File: config.mk
export PLATFORM = sky130hd
export DESIGN_NAME = click_rate_gate_flat
export DESIGN_NICKNAME = d
export VERILOG_FILES = /design/src/crg_pkg.sv /design/src/crg_in_if.sv /design/src/crg_out_if.sv /design/src/crg_cfg.sv /design/src/crg_core.sv /design/src/crg_obuf.sv /design/src/click_rate_gate.sv /design/src/flat_wrapper.sv
export VERILOG_INCLUDE_DIRS = /design/src /design/src/src
export SDC_FILE = /design/constraint.sdc
export NUM_CORES = 1
export LEC_CHECK = 0
export ABC_AREA = 1
export BUFFER_PORTS_ARGS = -buffer_cell sky130_fd_sc_hd__buf_2
export CORE_ASPECT_RATIO = 1.25
export CORE_MARGIN = 1
export CORE_UTILIZATION = 55
export CTS_CLUSTER_DIAMETER = 80
export CTS_CLUSTER_SIZE = 25
export DETAILED_ROUTE_END_ITERATION = 10
export PLACE_DENSITY = 0.73
export SLEW_MARGIN = 20
export SYNTH_ARGS = -nofsm -noshare
export SYNTH_HDL_FRONTEND = slang
export SYNTH_SLANG_ARGS = --single-unit
File: constraint.sdc
create_clock -name clk -period 11.3 [get_ports clk]
set_input_delay 1.695 -clock clk [delete_from_list [all_inputs] [get_ports clk]]
set_output_delay 1.695 -clock clk [all_outputs]
set_load 0.02 [all_outputs]
File: src/click_rate_gate_assert.svh
// ----------------------------------------------------------------------------
// Click rate gate assertion macros
// Short forms for the concurrent checks used in the click rate gate.
// ----------------------------------------------------------------------------
`ifndef CLICK_RATE_GATE_ASSERT_SVH
`define CLICK_RATE_GATE_ASSERT_SVH

// Same-cycle implication, sampled on clk and muted while rst_n is low.
`define CRG_ASSERT_NOW(lbl, ante, cons) \
  lbl: assert property (@(posedge clk) disable iff (!rst_n) (ante) |-> (cons)) \
    else $error("click_rate_gate: same-cycle check failed");

// Next-cycle implication, sampled on clk and muted while rst_n is low.
`define CRG_ASSERT_NEXT(lbl, ante, cons) \
  lbl: assert property (@(posedge clk) disable iff (!rst_n) (ante) |=> (cons)) \
    else $error("click_rate_gate: next-cycle check failed");

`endif

File: src/crg_pkg.sv
// ----------------------------------------------------------------------------
// Click rate gate package
// Types, register map, reset values and the wrapping gap helper.
// ----------------------------------------------------------------------------
package crg_pkg;

  localparam int unsigned ADDR_W   = 5;
  localparam int unsigned REG_IX_W = 3;

  // Register indexes (byte address is four times the index).
  localparam logic [REG_IX_W-1:0] REG_DOUBLE_CLICK = 3'd0;
  localparam logic [REG_IX_W-1:0] REG_TOL_X        = 3'd1;
  localparam logic [REG_IX_W-1:0] REG_TOL_Y        = 3'd2;
  localparam logic [REG_IX_W-1:0] REG_ORDER_ON     = 3'd3;
  localparam logic [REG_IX_W-1:0] REG_ORDER_GAP    = 3'd4;

  localparam logic [15:0] DOUBLE_CLICK_RST = 16'd500;
  localparam logic [7:0]  TOL_RST          = 8'd5;
  localparam logic        ORDER_ON_RST     = 1'b1;
  localparam logic [15:0] ORDER_GAP_RST    = 16'd100;

  // Request kinds.
  localparam logic FUNC_MOVE  = 1'b0;
  localparam logic FUNC_PRESS = 1'b1;

  typedef struct packed {
    logic [15:0] double_click_ms;
    logic [7:0]  tolerance_x;
    logic [7:0]  tolerance_y;
    logic        order_guard_on;
    logic [15:0] order_gap_ms;
  } cfg_t;

  typedef struct packed {
    logic        accepted;
    logic [15:0] wait_ms;
  } res_t;

  // Remaining wait of a gap measured with wrapping time, zero once it has passed.
  function automatic logic [15:0] gap_wait(input logic [31:0] now,
                                           input logic [31:0] since,
                                           input logic [15:0] gap);
    logic [31:0] elapsed;
    logic [31:0] remain;
    elapsed = now - since;
    remain  = {16'd0, gap} - elapsed;
    if (elapsed < {16'd0, gap}) begin
      return remain[15:0];
    end
    return 16'd0;
  endfunction

endpackage

File: src/crg_in_if.sv
// ----------------------------------------------------------------------------
// Click rate gate input channel
// Valid/ready channel carrying pointer moves and presses.
// ----------------------------------------------------------------------------
interface crg_in_if;
  logic               valid;
  logic               ready;
  logic               func;
  logic signed [15:0] pos_x;
  logic signed [15:0] pos_y;
  logic               is_mouse;
  logic               block_double;
  logic [31:0]        now_ms;

  modport source (output valid, func, pos_x, pos_y, is_mouse, block_double, now_ms,
                  input ready);
  modport sink (input valid, func, pos_x, pos_y, is_mouse, block_double, now_ms,
                output ready);
endinterface

File: src/crg_out_if.sv
// ----------------------------------------------------------------------------
// Click rate gate result channel
// Valid/ready channel carrying the decision for each press.
// ----------------------------------------------------------------------------
interface crg_out_if;
  logic        valid;
  logic        ready;
  logic        accepted;
  logic [15:0] wait_ms;

  modport source (output valid, accepted, wait_ms, input ready);
  modport sink (input valid, accepted, wait_ms, output ready);
endinterface

File: src/crg_cfg.sv
// ----------------------------------------------------------------------------
// Click rate gate register bank
// APB-style register file holding the gate timings and tolerances.
// ----------------------------------------------------------------------------
module crg_cfg (
  input  logic                       clk,
  input  logic                       rst_n,
  input  logic                       psel,
  input  logic                       penable,
  input  logic                       pwrite,
  input  logic [crg_pkg::ADDR_W-1:0] paddr,
  input  logic [31:0]                pwdata,
  output logic [31:0]                prdata,
  output logic                       pready,
  output crg_pkg::cfg_t              cfg
);

  crg_pkg::cfg_t                cfg_r;
  logic [crg_pkg::REG_IX_W-1:0] ix;
  logic                         wr_en;

  assign ix     = paddr[crg_pkg::ADDR_W-1:2];
  assign wr_en  = psel && penable && pwrite;
  assign pready = 1'b1;
  assign cfg    = cfg_r;

  always_ff @(posedge clk) begin
    if (!rst_n) begin
      cfg_r.double_click_ms <= crg_pkg::DOUBLE_CLICK_RST;
      cfg_r.tolerance_x     <= crg_pkg::TOL_RST;
      cfg_r.tolerance_y     <= crg_pkg::TOL_RST;
      cfg_r.order_guard_on  <= crg_pkg::ORDER_ON_RST;
      cfg_r.order_gap_ms    <= crg_pkg::ORDER_GAP_RST;
    end else if (wr_en) begin
      unique case (ix)
        crg_pkg::REG_DOUBLE_CLICK: cfg_r.double_click_ms <= pwdata[15:0];
        crg_pkg::REG_TOL_X:        cfg_r.tolerance_x     <= pwdata[7:0];
        crg_pkg::REG_TOL_Y:        cfg_r.tolerance_y     <= pwdata[7:0];
        crg_pkg::REG_ORDER_ON:     cfg_r.order_guard_on  <= pwdata[0];
        crg_pkg::REG_ORDER_GAP:    cfg_r.order_gap_ms    <= pwdata[15:0];
        default: ;
      endcase
    end
  end

  always_comb begin
    unique case (ix)
      crg_pkg::REG_DOUBLE_CLICK: prdata = {16'd0, cfg_r.double_click_ms};
      crg_pkg::REG_TOL_X:        prdata = {24'd0, cfg_r.tolerance_x};
      crg_pkg::REG_TOL_Y:        prdata = {24'd0, cfg_r.tolerance_y};
      crg_pkg::REG_ORDER_ON:     prdata = {31'd0, cfg_r.order_guard_on};
      crg_pkg::REG_ORDER_GAP:    prdata = {16'd0, cfg_r.order_gap_ms};
      default:                   prdata = 32'd0;
    endcase
  end

endmodule

File: src/crg_core.sv
// ----------------------------------------------------------------------------
// Click rate gate decision core
// Holds pointer and press history and decides each press in one pass.
// ----------------------------------------------------------------------------
module crg_core (
  input  logic               clk,
  input  logic               rst_n,
  input  logic               take,
  input  logic               func,
  input  logic signed [15:0] pos_x,
  input  logic signed [15:0] pos_y,
  input  logic               is_mouse,
  input  logic               block_double,
  input  logic [31:0]        now_ms,
  input  crg_pkg::cfg_t      cfg,
  output logic               push,
  output crg_pkg::res_t      res
);

  logic signed [15:0] pointer_x_r, pointer_y_r, press_x_r, press_y_r;
  logic [31:0]        last_press_time_r, last_mouse_time_r;

  logic signed [16:0] dx, dy;
  logic [16:0]        adx, ady;
  logic               moved, last_was_mouse;
  logic [15:0]        order_wait, dbl_wait;
  logic               order_hold, dbl_hold, is_press;

  assign is_press = (func == crg_pkg::FUNC_PRESS);

  assign dx  = {pointer_x_r[15], pointer_x_r} - {press_x_r[15], press_x_r};
  assign dy  = {pointer_y_r[15], pointer_y_r} - {press_y_r[15], press_y_r};
  assign adx = dx[16] ? 17'(-dx) : 17'(dx);
  assign ady = dy[16] ? 17'(-dy) : 17'(dy);
  assign moved = (adx > {9'd0, cfg.tolerance_x}) || (ady > {9'd0, cfg.tolerance_y});

  // The last press was a mouse press when both time stamps agree.
  assign last_was_mouse = (last_press_time_r == last_mouse_time_r);

  assign order_wait = crg_pkg::gap_wait(now_ms, last_press_time_r, cfg.order_gap_ms);
  assign dbl_wait   = crg_pkg::gap_wait(now_ms, last_mouse_time_r, cfg.double_click_ms);

  assign order_hold = cfg.order_guard_on && (is_mouse != last_was_mouse) &&
                      (order_wait != 16'd0);
  assign dbl_hold   = is_mouse && block_double && !moved && (dbl_wait != 16'd0);

  assign push = take && is_press;

  always_comb begin
    if (order_hold) begin
      res.accepted = 1'b0;
      res.wait_ms  = order_wait;
    end else if (dbl_hold) begin
      res.accepted = 1'b0;
      res.wait_ms  = dbl_wait;
    end else begin
      res.accepted = 1'b1;
      res.wait_ms  = 16'd0;
    end
  end

  always_ff @(posedge clk) begin
    if (!rst_n) begin
      pointer_x_r       <= '0;
      pointer_y_r       <= '0;
      press_x_r         <= '0;
      press_y_r         <= '0;
      last_press_time_r <= '0;
      last_mouse_time_r <= '0;
    end else if (take) begin
      if (!is_press) begin
        pointer_x_r <= pos_x;
        pointer_y_r <= pos_y;
      end else if (res.accepted) begin
        last_press_time_r <= now_ms;
        if (is_mouse) begin
          last_mouse_time_r <= now_ms;
          press_x_r         <= pointer_x_r;
          press_y_r         <= pointer_y_r;
        end
      end
    end
  end

endmodule

File: src/crg_obuf.sv
// ----------------------------------------------------------------------------
// Click rate gate result buffer
// Two-entry result queue: output register plus skid entry.
// ----------------------------------------------------------------------------
module crg_obuf (
  input  logic          clk,
  input  logic          rst_n,
  input  logic          push,
  input  crg_pkg::res_t push_res,
  output logic          space,
  output logic          out_valid,
  input  logic          out_ready,
  output crg_pkg::res_t out_res
);

  logic          head_vld_r, head_vld_nxt, tail_vld_r, tail_vld_nxt;
  crg_pkg::res_t head_r, head_nxt, tail_r, tail_nxt;
  logic          pop;

  assign pop       = head_vld_r && out_ready;
  assign space     = !tail_vld_r;
  assign out_valid = head_vld_r;
  assign out_res   = head_r;

  always_comb begin
    head_vld_nxt = head_vld_r;
    head_nxt     = head_r;
    tail_vld_nxt = tail_vld_r;
    tail_nxt     = tail_r;
    if (pop) begin
      head_vld_nxt = tail_vld_r;
      head_nxt     = tail_r;
      tail_vld_nxt = 1'b0;
    end
    if (push) begin
      if (!head_vld_nxt) begin
        head_vld_nxt = 1'b1;
        head_nxt     = push_res;
      end else begin
        tail_vld_nxt = 1'b1;
        tail_nxt     = push_res;
      end
    end
  end

  always_ff @(posedge clk) begin
    if (!rst_n) begin
      head_vld_r <= 1'b0;
      tail_vld_r <= 1'b0;
    end else begin
      head_vld_r <= head_vld_nxt;
      tail_vld_r <= tail_vld_nxt;
    end
  end

  always_ff @(posedge clk) begin
    head_r <= head_nxt;
    tail_r <= tail_nxt;
  end

endmodule

File: src/click_rate_gate.sv
// ----------------------------------------------------------------------------
// Click rate gate
// Holds back key and button presses that come too soon, by time and position.
// ----------------------------------------------------------------------------
// Usage: requests arrive on in_ch, a valid/ready channel. A request with func
// clear is a pointer move; it only records the position and yields no result.
// A request with func set is a press; it yields exactly one result on out_ch,
// either accepted with a wait of zero, or refused with the milliseconds still
// to wait. The press history is only updated by accepted presses.
// The timings and tolerances live in an APB-style register bank; the user is
// to write them while the block is idle, which the block does not enforce. They
// take effect for the next request. A taken press has its result registered in
// the output register, or in the skid entry if that is held. One request per
// cycle while the skid entry is free, set by the single-pass decision logic.
// Stalls: results sit in a two-entry queue (output register plus skid entry),
// so a request is still taken while one result waits; in_ch.ready falls only
// once both entries are full.
// Reset (synchronous, rst_n low): registers return to their defaults, the
// pointer and press history clear to zero and the result queue empties.
// ----------------------------------------------------------------------------
`include "click_rate_gate_assert.svh"

module click_rate_gate (
  input  logic                       clk,
  input  logic                       rst_n,
  crg_in_if.sink                     in_ch,
  crg_out_if.source                  out_ch,
  input  logic                       psel,
  input  logic                       penable,
  input  logic                       pwrite,
  input  logic [crg_pkg::ADDR_W-1:0] paddr,
  input  logic [31:0]                pwdata,
  output logic [31:0]                prdata,
  output logic                       pready
);

  crg_pkg::cfg_t cfg;
  crg_pkg::res_t core_res;
  crg_pkg::res_t out_res;
  logic          space;
  logic          take;
  logic          push;

  // A request is taken whenever the skid entry is free.
  assign in_ch.ready = space;
  assign take        = in_ch.valid && space;

  crg_cfg u_cfg (
    .clk     (clk),
    .rst_n   (rst_n),
    .psel    (psel),
    .penable (penable),
    .pwrite  (pwrite),
    .paddr   (paddr),
    .pwdata  (pwdata),
    .prdata  (prdata),
    .pready  (pready),
    .cfg     (cfg)
  );

  crg_core u_core (
    .clk          (clk),
    .rst_n        (rst_n),
    .take         (take),
    .func         (in_ch.func),
    .pos_x        (in_ch.pos_x),
    .pos_y        (in_ch.pos_y),
    .is_mouse     (in_ch.is_mouse),
    .block_double (in_ch.block_double),
    .now_ms       (in_ch.now_ms),
    .cfg          (cfg),
    .push         (push),
    .res          (core_res)
  );

  crg_obuf u_obuf (
    .clk       (clk),
    .rst_n     (rst_n),
    .push      (push),
    .push_res  (core_res),
    .space     (space),
    .out_valid (out_ch.valid),
    .out_ready (out_ch.ready),
    .out_res   (out_res)
  );

  assign out_ch.accepted = out_res.accepted;
  assign out_ch.wait_ms  = out_res.wait_ms;

  // An accepted press always reports no wait, a refused one always some wait.
  `CRG_ASSERT_NOW(a_accept_no_wait, out_ch.valid && out_ch.accepted, out_ch.wait_ms == 16'd0)
  `CRG_ASSERT_NOW(a_refuse_has_wait, out_ch.valid && !out_ch.accepted, out_ch.wait_ms != 16'd0)
  // A taken press must be visible on the result side in the next cycle.
  `CRG_ASSERT_NEXT(a_press_gives_result, take && in_ch.func == crg_pkg::FUNC_PRESS, out_ch.valid)
  // A full queue refuses new requests and still offers a result.
  `CRG_ASSERT_NOW(a_full_has_head, !space, out_ch.valid && !in_ch.ready)

endmodule
File: src/flat_wrapper.sv
// flat-port wrapper written by rule: the top's interface ports become plain ports
module click_rate_gate_flat 
  (clk, rst_n, psel, penable, pwrite, paddr, pwdata, prdata, pready, in_ch_valid, in_ch_func, in_ch_pos_x, in_ch_pos_y, in_ch_is_mouse, in_ch_block_double, in_ch_now_ms, in_ch_ready, out_ch_valid, out_ch_accepted, out_ch_wait_ms, out_ch_ready);
  crg_in_if in_ch_i ();
  crg_out_if out_ch_i ();
  input  logic clk;
  input  logic rst_n;
  input  logic psel;
  input  logic penable;
  input  logic pwrite;
  input  logic [crg_pkg::ADDR_W-1:0] paddr;
  input  logic [31:0] pwdata;
  output logic [31:0] prdata;
  output logic pready;
  input wire logic [$bits(in_ch_i.valid)-1:0] in_ch_valid;
  input wire logic [$bits(in_ch_i.func)-1:0] in_ch_func;
  input wire logic [$bits(in_ch_i.pos_x)-1:0] in_ch_pos_x;
  input wire logic [$bits(in_ch_i.pos_y)-1:0] in_ch_pos_y;
  input wire logic [$bits(in_ch_i.is_mouse)-1:0] in_ch_is_mouse;
  input wire logic [$bits(in_ch_i.block_double)-1:0] in_ch_block_double;
  input wire logic [$bits(in_ch_i.now_ms)-1:0] in_ch_now_ms;
  output wire logic [$bits(in_ch_i.ready)-1:0] in_ch_ready;
  output wire logic [$bits(out_ch_i.valid)-1:0] out_ch_valid;
  output wire logic [$bits(out_ch_i.accepted)-1:0] out_ch_accepted;
  output wire logic [$bits(out_ch_i.wait_ms)-1:0] out_ch_wait_ms;
  input wire logic [$bits(out_ch_i.ready)-1:0] out_ch_ready;
  assign in_ch_i.valid = in_ch_valid;
  assign in_ch_i.func = in_ch_func;
  assign in_ch_i.pos_x = in_ch_pos_x;
  assign in_ch_i.pos_y = in_ch_pos_y;
  assign in_ch_i.is_mouse = in_ch_is_mouse;
  assign in_ch_i.block_double = in_ch_block_double;
  assign in_ch_i.now_ms = in_ch_now_ms;
  assign in_ch_ready = in_ch_i.ready;
  assign out_ch_valid = out_ch_i.valid;
  assign out_ch_accepted = out_ch_i.accepted;
  assign out_ch_wait_ms = out_ch_i.wait_ms;
  assign out_ch_i.ready = out_ch_ready;
  click_rate_gate u_core (.clk(clk), .rst_n(rst_n), .in_ch(in_ch_i), .out_ch(out_ch_i), .psel(psel), .penable(penable), .pwrite(pwrite), .paddr(paddr), .pwdata(pwdata), .prdata(prdata), .pready(pready));
endmodule
==> run_results.csv, run 1 <==
group,metric,value,unit
status,outcome,"finished clean",
placement,gp_congestion,1.057,
sta,fmax,130.6,MHz
die,ioPinCount,163,
layout,final_cell_mix,"nand2_1, inv_1, nor2_1",
grt,grt_overflow_total,0,
routing,final_antenna_net_count,0,
yosys,syn_area_per_cell,5.995,µm²
grt,top_usage_layer,"met2",
clocking,htreeDepth,1,
hold_path,hold_path.class,"reg -> reg",
setup_path,worst_path_largest_cell_delay,0.73,ns
yosys,yosys_warnings,0,
clocking,cts_root_buf,"clkbuf_16",
sta,rsz0062_at_grt,"false",
placement,pre_cts_ws,3.255,ns
grt,antenna_found_initial,2,
sta,setup_viol,0,
routing,vias,21062,
layout,drive_gt1_share,6.694,%
clocking,tritoncts,"yes",
grt,grt_pass1_wl,100.1,mm
power_and_ir_drop,powerDensity,131.4,nW/µm²
clocking,cts_inserted_buffers,17,
power_and_ir_drop,ir_worst_vdd,0.0001509,V
routing,drt_iter0_drc,1440,
power_and_ir_drop,p_leak,0.01186,µW
setup_path,critPathMaxFanout,80,
die,num_rows,77,
yosys,ys_top_cells_by_area,"dfxtp_1, nand2_1, ha_1, inv_1, nor2_1",
die,die_x,172.9,µm
placement,io_buffers,127,
sta,timing.final.max_slew_violations,0,
grt,use_met2,60.83,%
yosys,synth_seq_area_share,22.09,%
grt,grt.met3_usage,4.369,%
grt,grt_max_degree,86,
sta,tightest_slew,0.9780,ns
placement,post-dp-hpwl,51.55,mm
setup_path,cp_data_arrival_time,8.09,ns
layout,final_nets,3716,
yosys,syn_inst,3348,
routing,wl_per_cell,16.14,µm
yosys,yosysTopAreaCellShare,19.55,%
routing,wl,63.14,mm
clocking,hold_buffers,0,
setup_path,reg2reg_depth,32,
grt,grt_use_total,33.29,%
setup_path,path_class,"in -> reg",
power_and_ir_drop,p_total,2815,µW
routing,vias_per_cell,5.385,
sta,slew_headroom,34.30,%
yosys,synth_top_area_cell,"dfxtp_1",
job,max_cap_viol_count,0,
setup_path,cpMostUsedCell,"nand2_1",
sta,setup_tns,0,ns
setup_path,setup.worst_path.end_class,"flop",
sta,layout_setup_ws,3.643,ns
clocking,clk_latency,0.53,ns
routing,drcViolationCount,0,
layout,area_delta_synth_final,6.770,%
yosys,mappedNetlistArea,20070,µm²
routing,first_pass_iters,5,
layout,mostFrequentLayoutCell,"nand2_1",
setup_path,crit_slowest_cell,"buf_4",
grt,grt_pass1_vias,19939,
die,start_util,56.30,%
clocking,path_clk_slew,0.09,ns
sta,period_needed,7.657,ns
setup_path,crit_required,11.73,ns
grt,grt.met1_usage,37.59,%
clocking,cts_resized,0,
sta,hold_viol_final,0,
yosys,synth-seq-cells,213,
sta,clock_skew,0.01774,ns
hold_path,hold_depth,2,
die,fp.dieH,215.6,µm
setup_path,start_kind,"input port",
die,core_area,35650,µm²
clocking,clock_sinks,213,
yosys,ys_types,56,
die,dieArea,37260,µm²
clocking,post_cts_buffers,0,
clocking,cts_buffer_depth,3,
sta,period_share,67.76,%
-- Yosys cell counts (all sizes together) --
cell	n
a31oi	2
fa	6
xnor2	20
nor3b	1
nor4	8
and2	1
a21oi	214
o21bai	13
a221oi	1
conb	2
o22ai	8
nor3	22
nand3b	14
a311o	1
xor2	70
inv	582
a211oi	2
or2	6
nand3	226
nand4	42
dfxtp	196
nand2b	1
buf	52
nor2	417
o21ai	167
nand2	983
and3	3
clkinv	1
o31ai	10
mux2	1
a21o	9
o211ai	3
edfxtp	17
o2111ai	26
a21boi	4
a41oi	1
ha	174
o21a	2
clkbuf	40
-- report_power, final --
part           internal [µW]  switching (µW)  leakage, µW  total (µW)
registers                798            24.4      0.00180         823
clock network            304             352     0.000290         656
logic                    429             908      0.00977        1340
-- path summary, 6_finish.rpt --
check	start	endpoint	slack (ns)
hold / removal	u_core.u_core.pointer_x_r[4]	u_core.u_core.pointer_x_r[4]	0.47
hold reg to reg	u_core.u_core.pointer_x_r[4]	u_core.u_core.pointer_x_r[4]	0.47
setup / recovery	in_ch_now_ms[0]	u_core.u_core.last_mouse_time_r[5]	3.64
setup reg to reg	u_core.u_core.last_press_time_r[0]	u_core.u_core.last_mouse_time_r[5]	4.62
-- area by class of cell --
cell class,count,area [µm²]
tap,474,593.1
timing repair buffer,135,698.2
clock buffer,17,425.4
inverter,583,2188
sequential,213,4434
antenna,1,2.502
clock inverter,13,167.7
fill,3689,14220
multi-input combinational,2475,12920
-- metal layers --
| metal | up-vias | wire length [µm] |
|---|---|---|
| met3 | 158 | 3590 |
| met5 | - | 11 |
| li1 | 10679 | - |
| met4 | 2 | 3324 |
| met1 | 9598 | 25200 |
| met2 | 625 | 31010 |
-- cells by family after synthesis --
logic type                 count (synthesis)  synth area share [%]
and+or+nand+nor                         1724                 35.80
buffers and inverters                    675                 13.81
AOI/OAI and AO/OA                        463                 12.75
DFF                                      213                 22.09
adders and majority gates                180                 11.45
xor gates and xnor gates                  90                 4.002
other                                      2               0.03742
muxes                                      1               0.05610
-- worst max-delay path: cells and delay by family --
kind                       cells  cell delay, ns
buffers and inverters          4            1.02
adders and majority gates      3            0.99
and+or+nand+nor               26            3.81
xor gates and xnor gates       1            0.43
-- flip-flops by register name (all words and copies together) (netlist names), 16 cells and up --
name and count:
u_core.u_cfg.cfg 49, u_core.u_obuf.tail_r 17, u_core.u_core.press_y_r 16, u_core.u_core.last_mouse_time_r 32, u_core.u_core.pointer_y_r 16, u_core.u_core.press_x_r 16
u_core.u_core.last_press_time_r 32, u_core.u_obuf.out_res 17, u_core.u_core.pointer_x_r 16
-- through the flow --
stage                     hold WS, ns  cell area, µm²  util [%]  instances
final                          0.4720           21430     60.12       3911
after global routing           0.4969           21430     60.11       3910
after CTS                      0.4747           21430     60.11       3910
after detailed placement       0.4587           20830     58.45       3880
after global placement         0.4555           20830     58.45       3880
after floorplan                0.4415           20130         -       3363
Power figures use the tool's default switching activity.
==> run 2, diff against run 1 <==
Settings changed: ABC_AREA 1 to 0.
Clock period 11.3 ns to 7.95 ns, I/O delays scaled along.
==> run_results.csv, run 2 <==
group,metric,value,unit
yosys,syn_area_per_cell,7.698,µm²
yosys,async_reset_ff_share,0,%
clocking,tritoncts,"yes",
grt,grt_max_degree,131,
power_and_ir_drop,ir_worst_vdd,0.0002080,V
setup_path,critPathMaxFanout,32,
yosys,synth-seq-cells,213,
placement,dp.cells,2866,
yosys,syn_inst,2411,
yosys,yosys_warnings,0,
setup_path,r2r-end,"u_core.u_core.press_y_r[14]",
die,start_util,56.31,%
hold_path,hold_start,"u_core.u_core.press_y_r[10]",
placement,gp_congestion,0.9770,
sta,setup_viol,0,
hold_path,hold_depth,2,
power_and_ir_drop,p_leak,0.008559,µW
layout,fin_cells,2890,
layout,largest_reg_flops,49,
layout,postLayoutCellArea,19810,µm²
grt,grt_pass1_wl,82.69,mm
routing,wl_per_cell,18.22,µm
setup_path,start_kind,"input port",
sta,rsz0062_at_grt,"false",
die,dieArea,34490,µm²
clocking,clk_latency,0.52,ns
layout,post-route-util,60.09,%
layout,n_antenna_cell,0,
job,max_cap_viol_count,0,
sta,fmax,144.4,MHz
setup_path,worst_path_largest_cell_delay,0.75,ns
grt,grt_use_total,29.73,%
clocking,htreeDepth,1,
sta,tightest_slew,1.074,ns
yosys,synth_seq_area_share,23.89,%
yosys,yosysMostFrequentCell,"nand2_1",
placement,post-dp-hpwl,42.53,mm
layout,mostFrequentLayoutCell,"nand2_1",
sta,layout_setup_ws,1.027,ns
layout,drive_gt1_share,9.061,%
grt,grt_pass1_vias,16156,
sta,period_share,87.08,%
placement,pre_cts_ws,0.5777,ns
layout,final_nets,2755,
power_and_ir_drop,powerDensity,161.8,nW/µm²
clocking,cts_buffer_depth,3,
sta,setup_tns,0,ns
setup_path,path_class,"in -> reg",
yosys,ys_types,88,
setup_path,cp_data_arrival_time,7.34,ns
yosys,ys_top_cells_by_area,"dfxtp_1, ha_1, nand2_1, mux2i_1, xnor2_1",
sta,clock_skew,0.01778,ns
clocking,cts_root_buf,"clkbuf_16",
die,ioPinCount,163,
layout,area_delta_synth_final,6.728,%
yosys,synth_ff_type,"dfxtp_1",
clocking,cts_resized,0,
yosys,mappedNetlistArea,18560,µm²
yosys,synth_top_area_cell,"dfxtp_1",
die,num_rows,74,
routing,final_antenna_net_count,0,
clocking,path_clk_slew,0.08,ns
grt,antenna_found_initial,0,
setup_path,rrSetupSlack,1.13,ns
sta,hold_viol_final,0,
sta,timing.final.max_slew_violations,0,
placement,placed_cell_area,19350,µm²
sta,period_needed,6.923,ns
routing,drt_iter0_drc,929,
clocking,hold_buffers,0,
hold_path,hold_end,"u_core.u_core.press_y_r[10]",
setup_path,crit_slowest_cell,"or4_1",
layout,final_cell_mix,"nand2_1, inv_1, dfxtp_1",
yosys,synth_common_cells,"nand2_1, inv_1, dfxtp_1",
routing,drcViolationCount,5,
placement,io_buffers,127,
setup_path,setup.worst_path.end_class,"flop",
setup_path,cp_cell_sequence,"buf_2 -> ha_1 -> a21o_1 -> or3_1 -> o22a_1 -> a31oi_1 -> nor2b_1 -> o21ai_0 -> nand2b_1 -> xor2_1 -> ha_1 -> a21oi_1 -> o21ai_0 -> a2111oi_0 -> a21oi_1 -> a211oi_1 -> nand4_1 -> nor4b_1 -> nand4_1 -> or4_1 -> nor2_1 -> or3_4 -> buf_12 -> mux2i_1",
die,fp.dieH,207.4,µm
routing,vias,17110,
routing,first_pass_iters,8,
yosys,synth_edf_count,17,
clocking,cts_inserted_buffers,14,
sta,slew_headroom,28.41,%
clocking,post_cts_buffers,0,
yosys,yosysTopAreaCellShare,21.14,%
routing,vias_per_cell,5.920,
die,die_x,166.3,µm
die,core_area,32960,µm²
routing,wl,52.65,mm
status,violations,"DRC",
setup_path,reg2reg_depth,24,
setup_path,crit_required,8.37,ns
setup_path,r2r-start,"u_core.u_core.pointer_x_r[0]",
hold_path,hold_path.class,"reg -> reg",
grt,grt_overflow_total,0,
clocking,clock_sinks,213,
status,outcome,"finished with violations",
==> run 2: changes by cell type after synthesis, moves of 35 or more <==
| cell | change |
|---|---|
| nand2_1 | -556 |
| inv_1 | -361 |
| nor2_1 | -273 |
| nand3_1 | -183 |
| mux2i_1 | +128 |
| a21oi_1 | -77 |
| xnor2_1 | +73 |
| a21boi_0 | +65 |
| o21ai_0 | -57 |
| clkbuf_1 | +40 |
| mux2_2 | +35 |
==> run 2: layout make-up <==
class,instances,area [µm²]
tap,418,523.0
sequential,213,4434
timing repair buffer,141,784.5
clock buffer,16,379.1
fill,3114,13150
multi-input combinational,1882,12820
clock inverter,8,75.07
inverter,212,795.8
==> run 2: per-layer routing <==
layer	routed length, µm	up-vias	global-route usage, %	share of wire (%)
li1	-	8497	-	-
met1	21990	8046	34.98	42
met2	24800	437	51.77	47
met3	2673	130	3.928	5.1
met4	3187	0	17.24	6.1
met5	0	-	0	0
==> run 2: critical path: cells and delay by family <==
kind	cells	cell delay, ns
simple gates	9	2.50
buf+inv	2	0.36
fa+ha+maj	2	0.74
xor+xnor	1	0.16
compound gates	9	2.05
mux	1	0.30
==> run 2: how the worst max path moves through the flow <==
stage / slack, ns / endpoint / start
finish: 1.03 / u_core.u_core.press_y_r[14] / in_ch_now_ms[4]
global route: 0.61 / u_core.u_core.press_y_r[14] / in_ch_now_ms[4]
CTS: 1.11 / u_core.u_core.press_y_r[14] / in_ch_now_ms[4]
detailed placement: 0.58 / u_core.u_core.press_y_r[14] / in_ch_now_ms[4]
global placement: 0.75 / u_core.u_core.last_mouse_time_r[24] / in_ch_now_ms[4]
floorplan: 1.65 / u_core.u_obuf.out_res[9] / in_ch_now_ms[4]
==> run 2: cell families after synthesis <==
family                     Yosys count  synth area share (%)
buffers and inverters              331                 7.416
DFF                                213                 23.89
other                                2               0.04047
adders and majority gates          180                 12.38
and+or+nand+nor                    811                 19.87
muxes                              164                 9.088
xor gates and xnor gates           129                 6.088
AOI/OAI and AO/OA                  581                 21.22
==> run 2: through the flow <==
step           hold WS (ns)  total power (µW)
2_1_floorplan        0.4380              2084
3_3_place_gp         0.4437              2392
3_5_place_dp         0.4516              2413
4_1_cts              0.4643              3203
5_1_grt              0.4819              3383
6_report             0.4611              3206
==> run 2: report_power, final <==
group,internal (µW),switching [µW]
logic,492,793
registers,1110,25.0
clock network,384,406
total,1980,1220
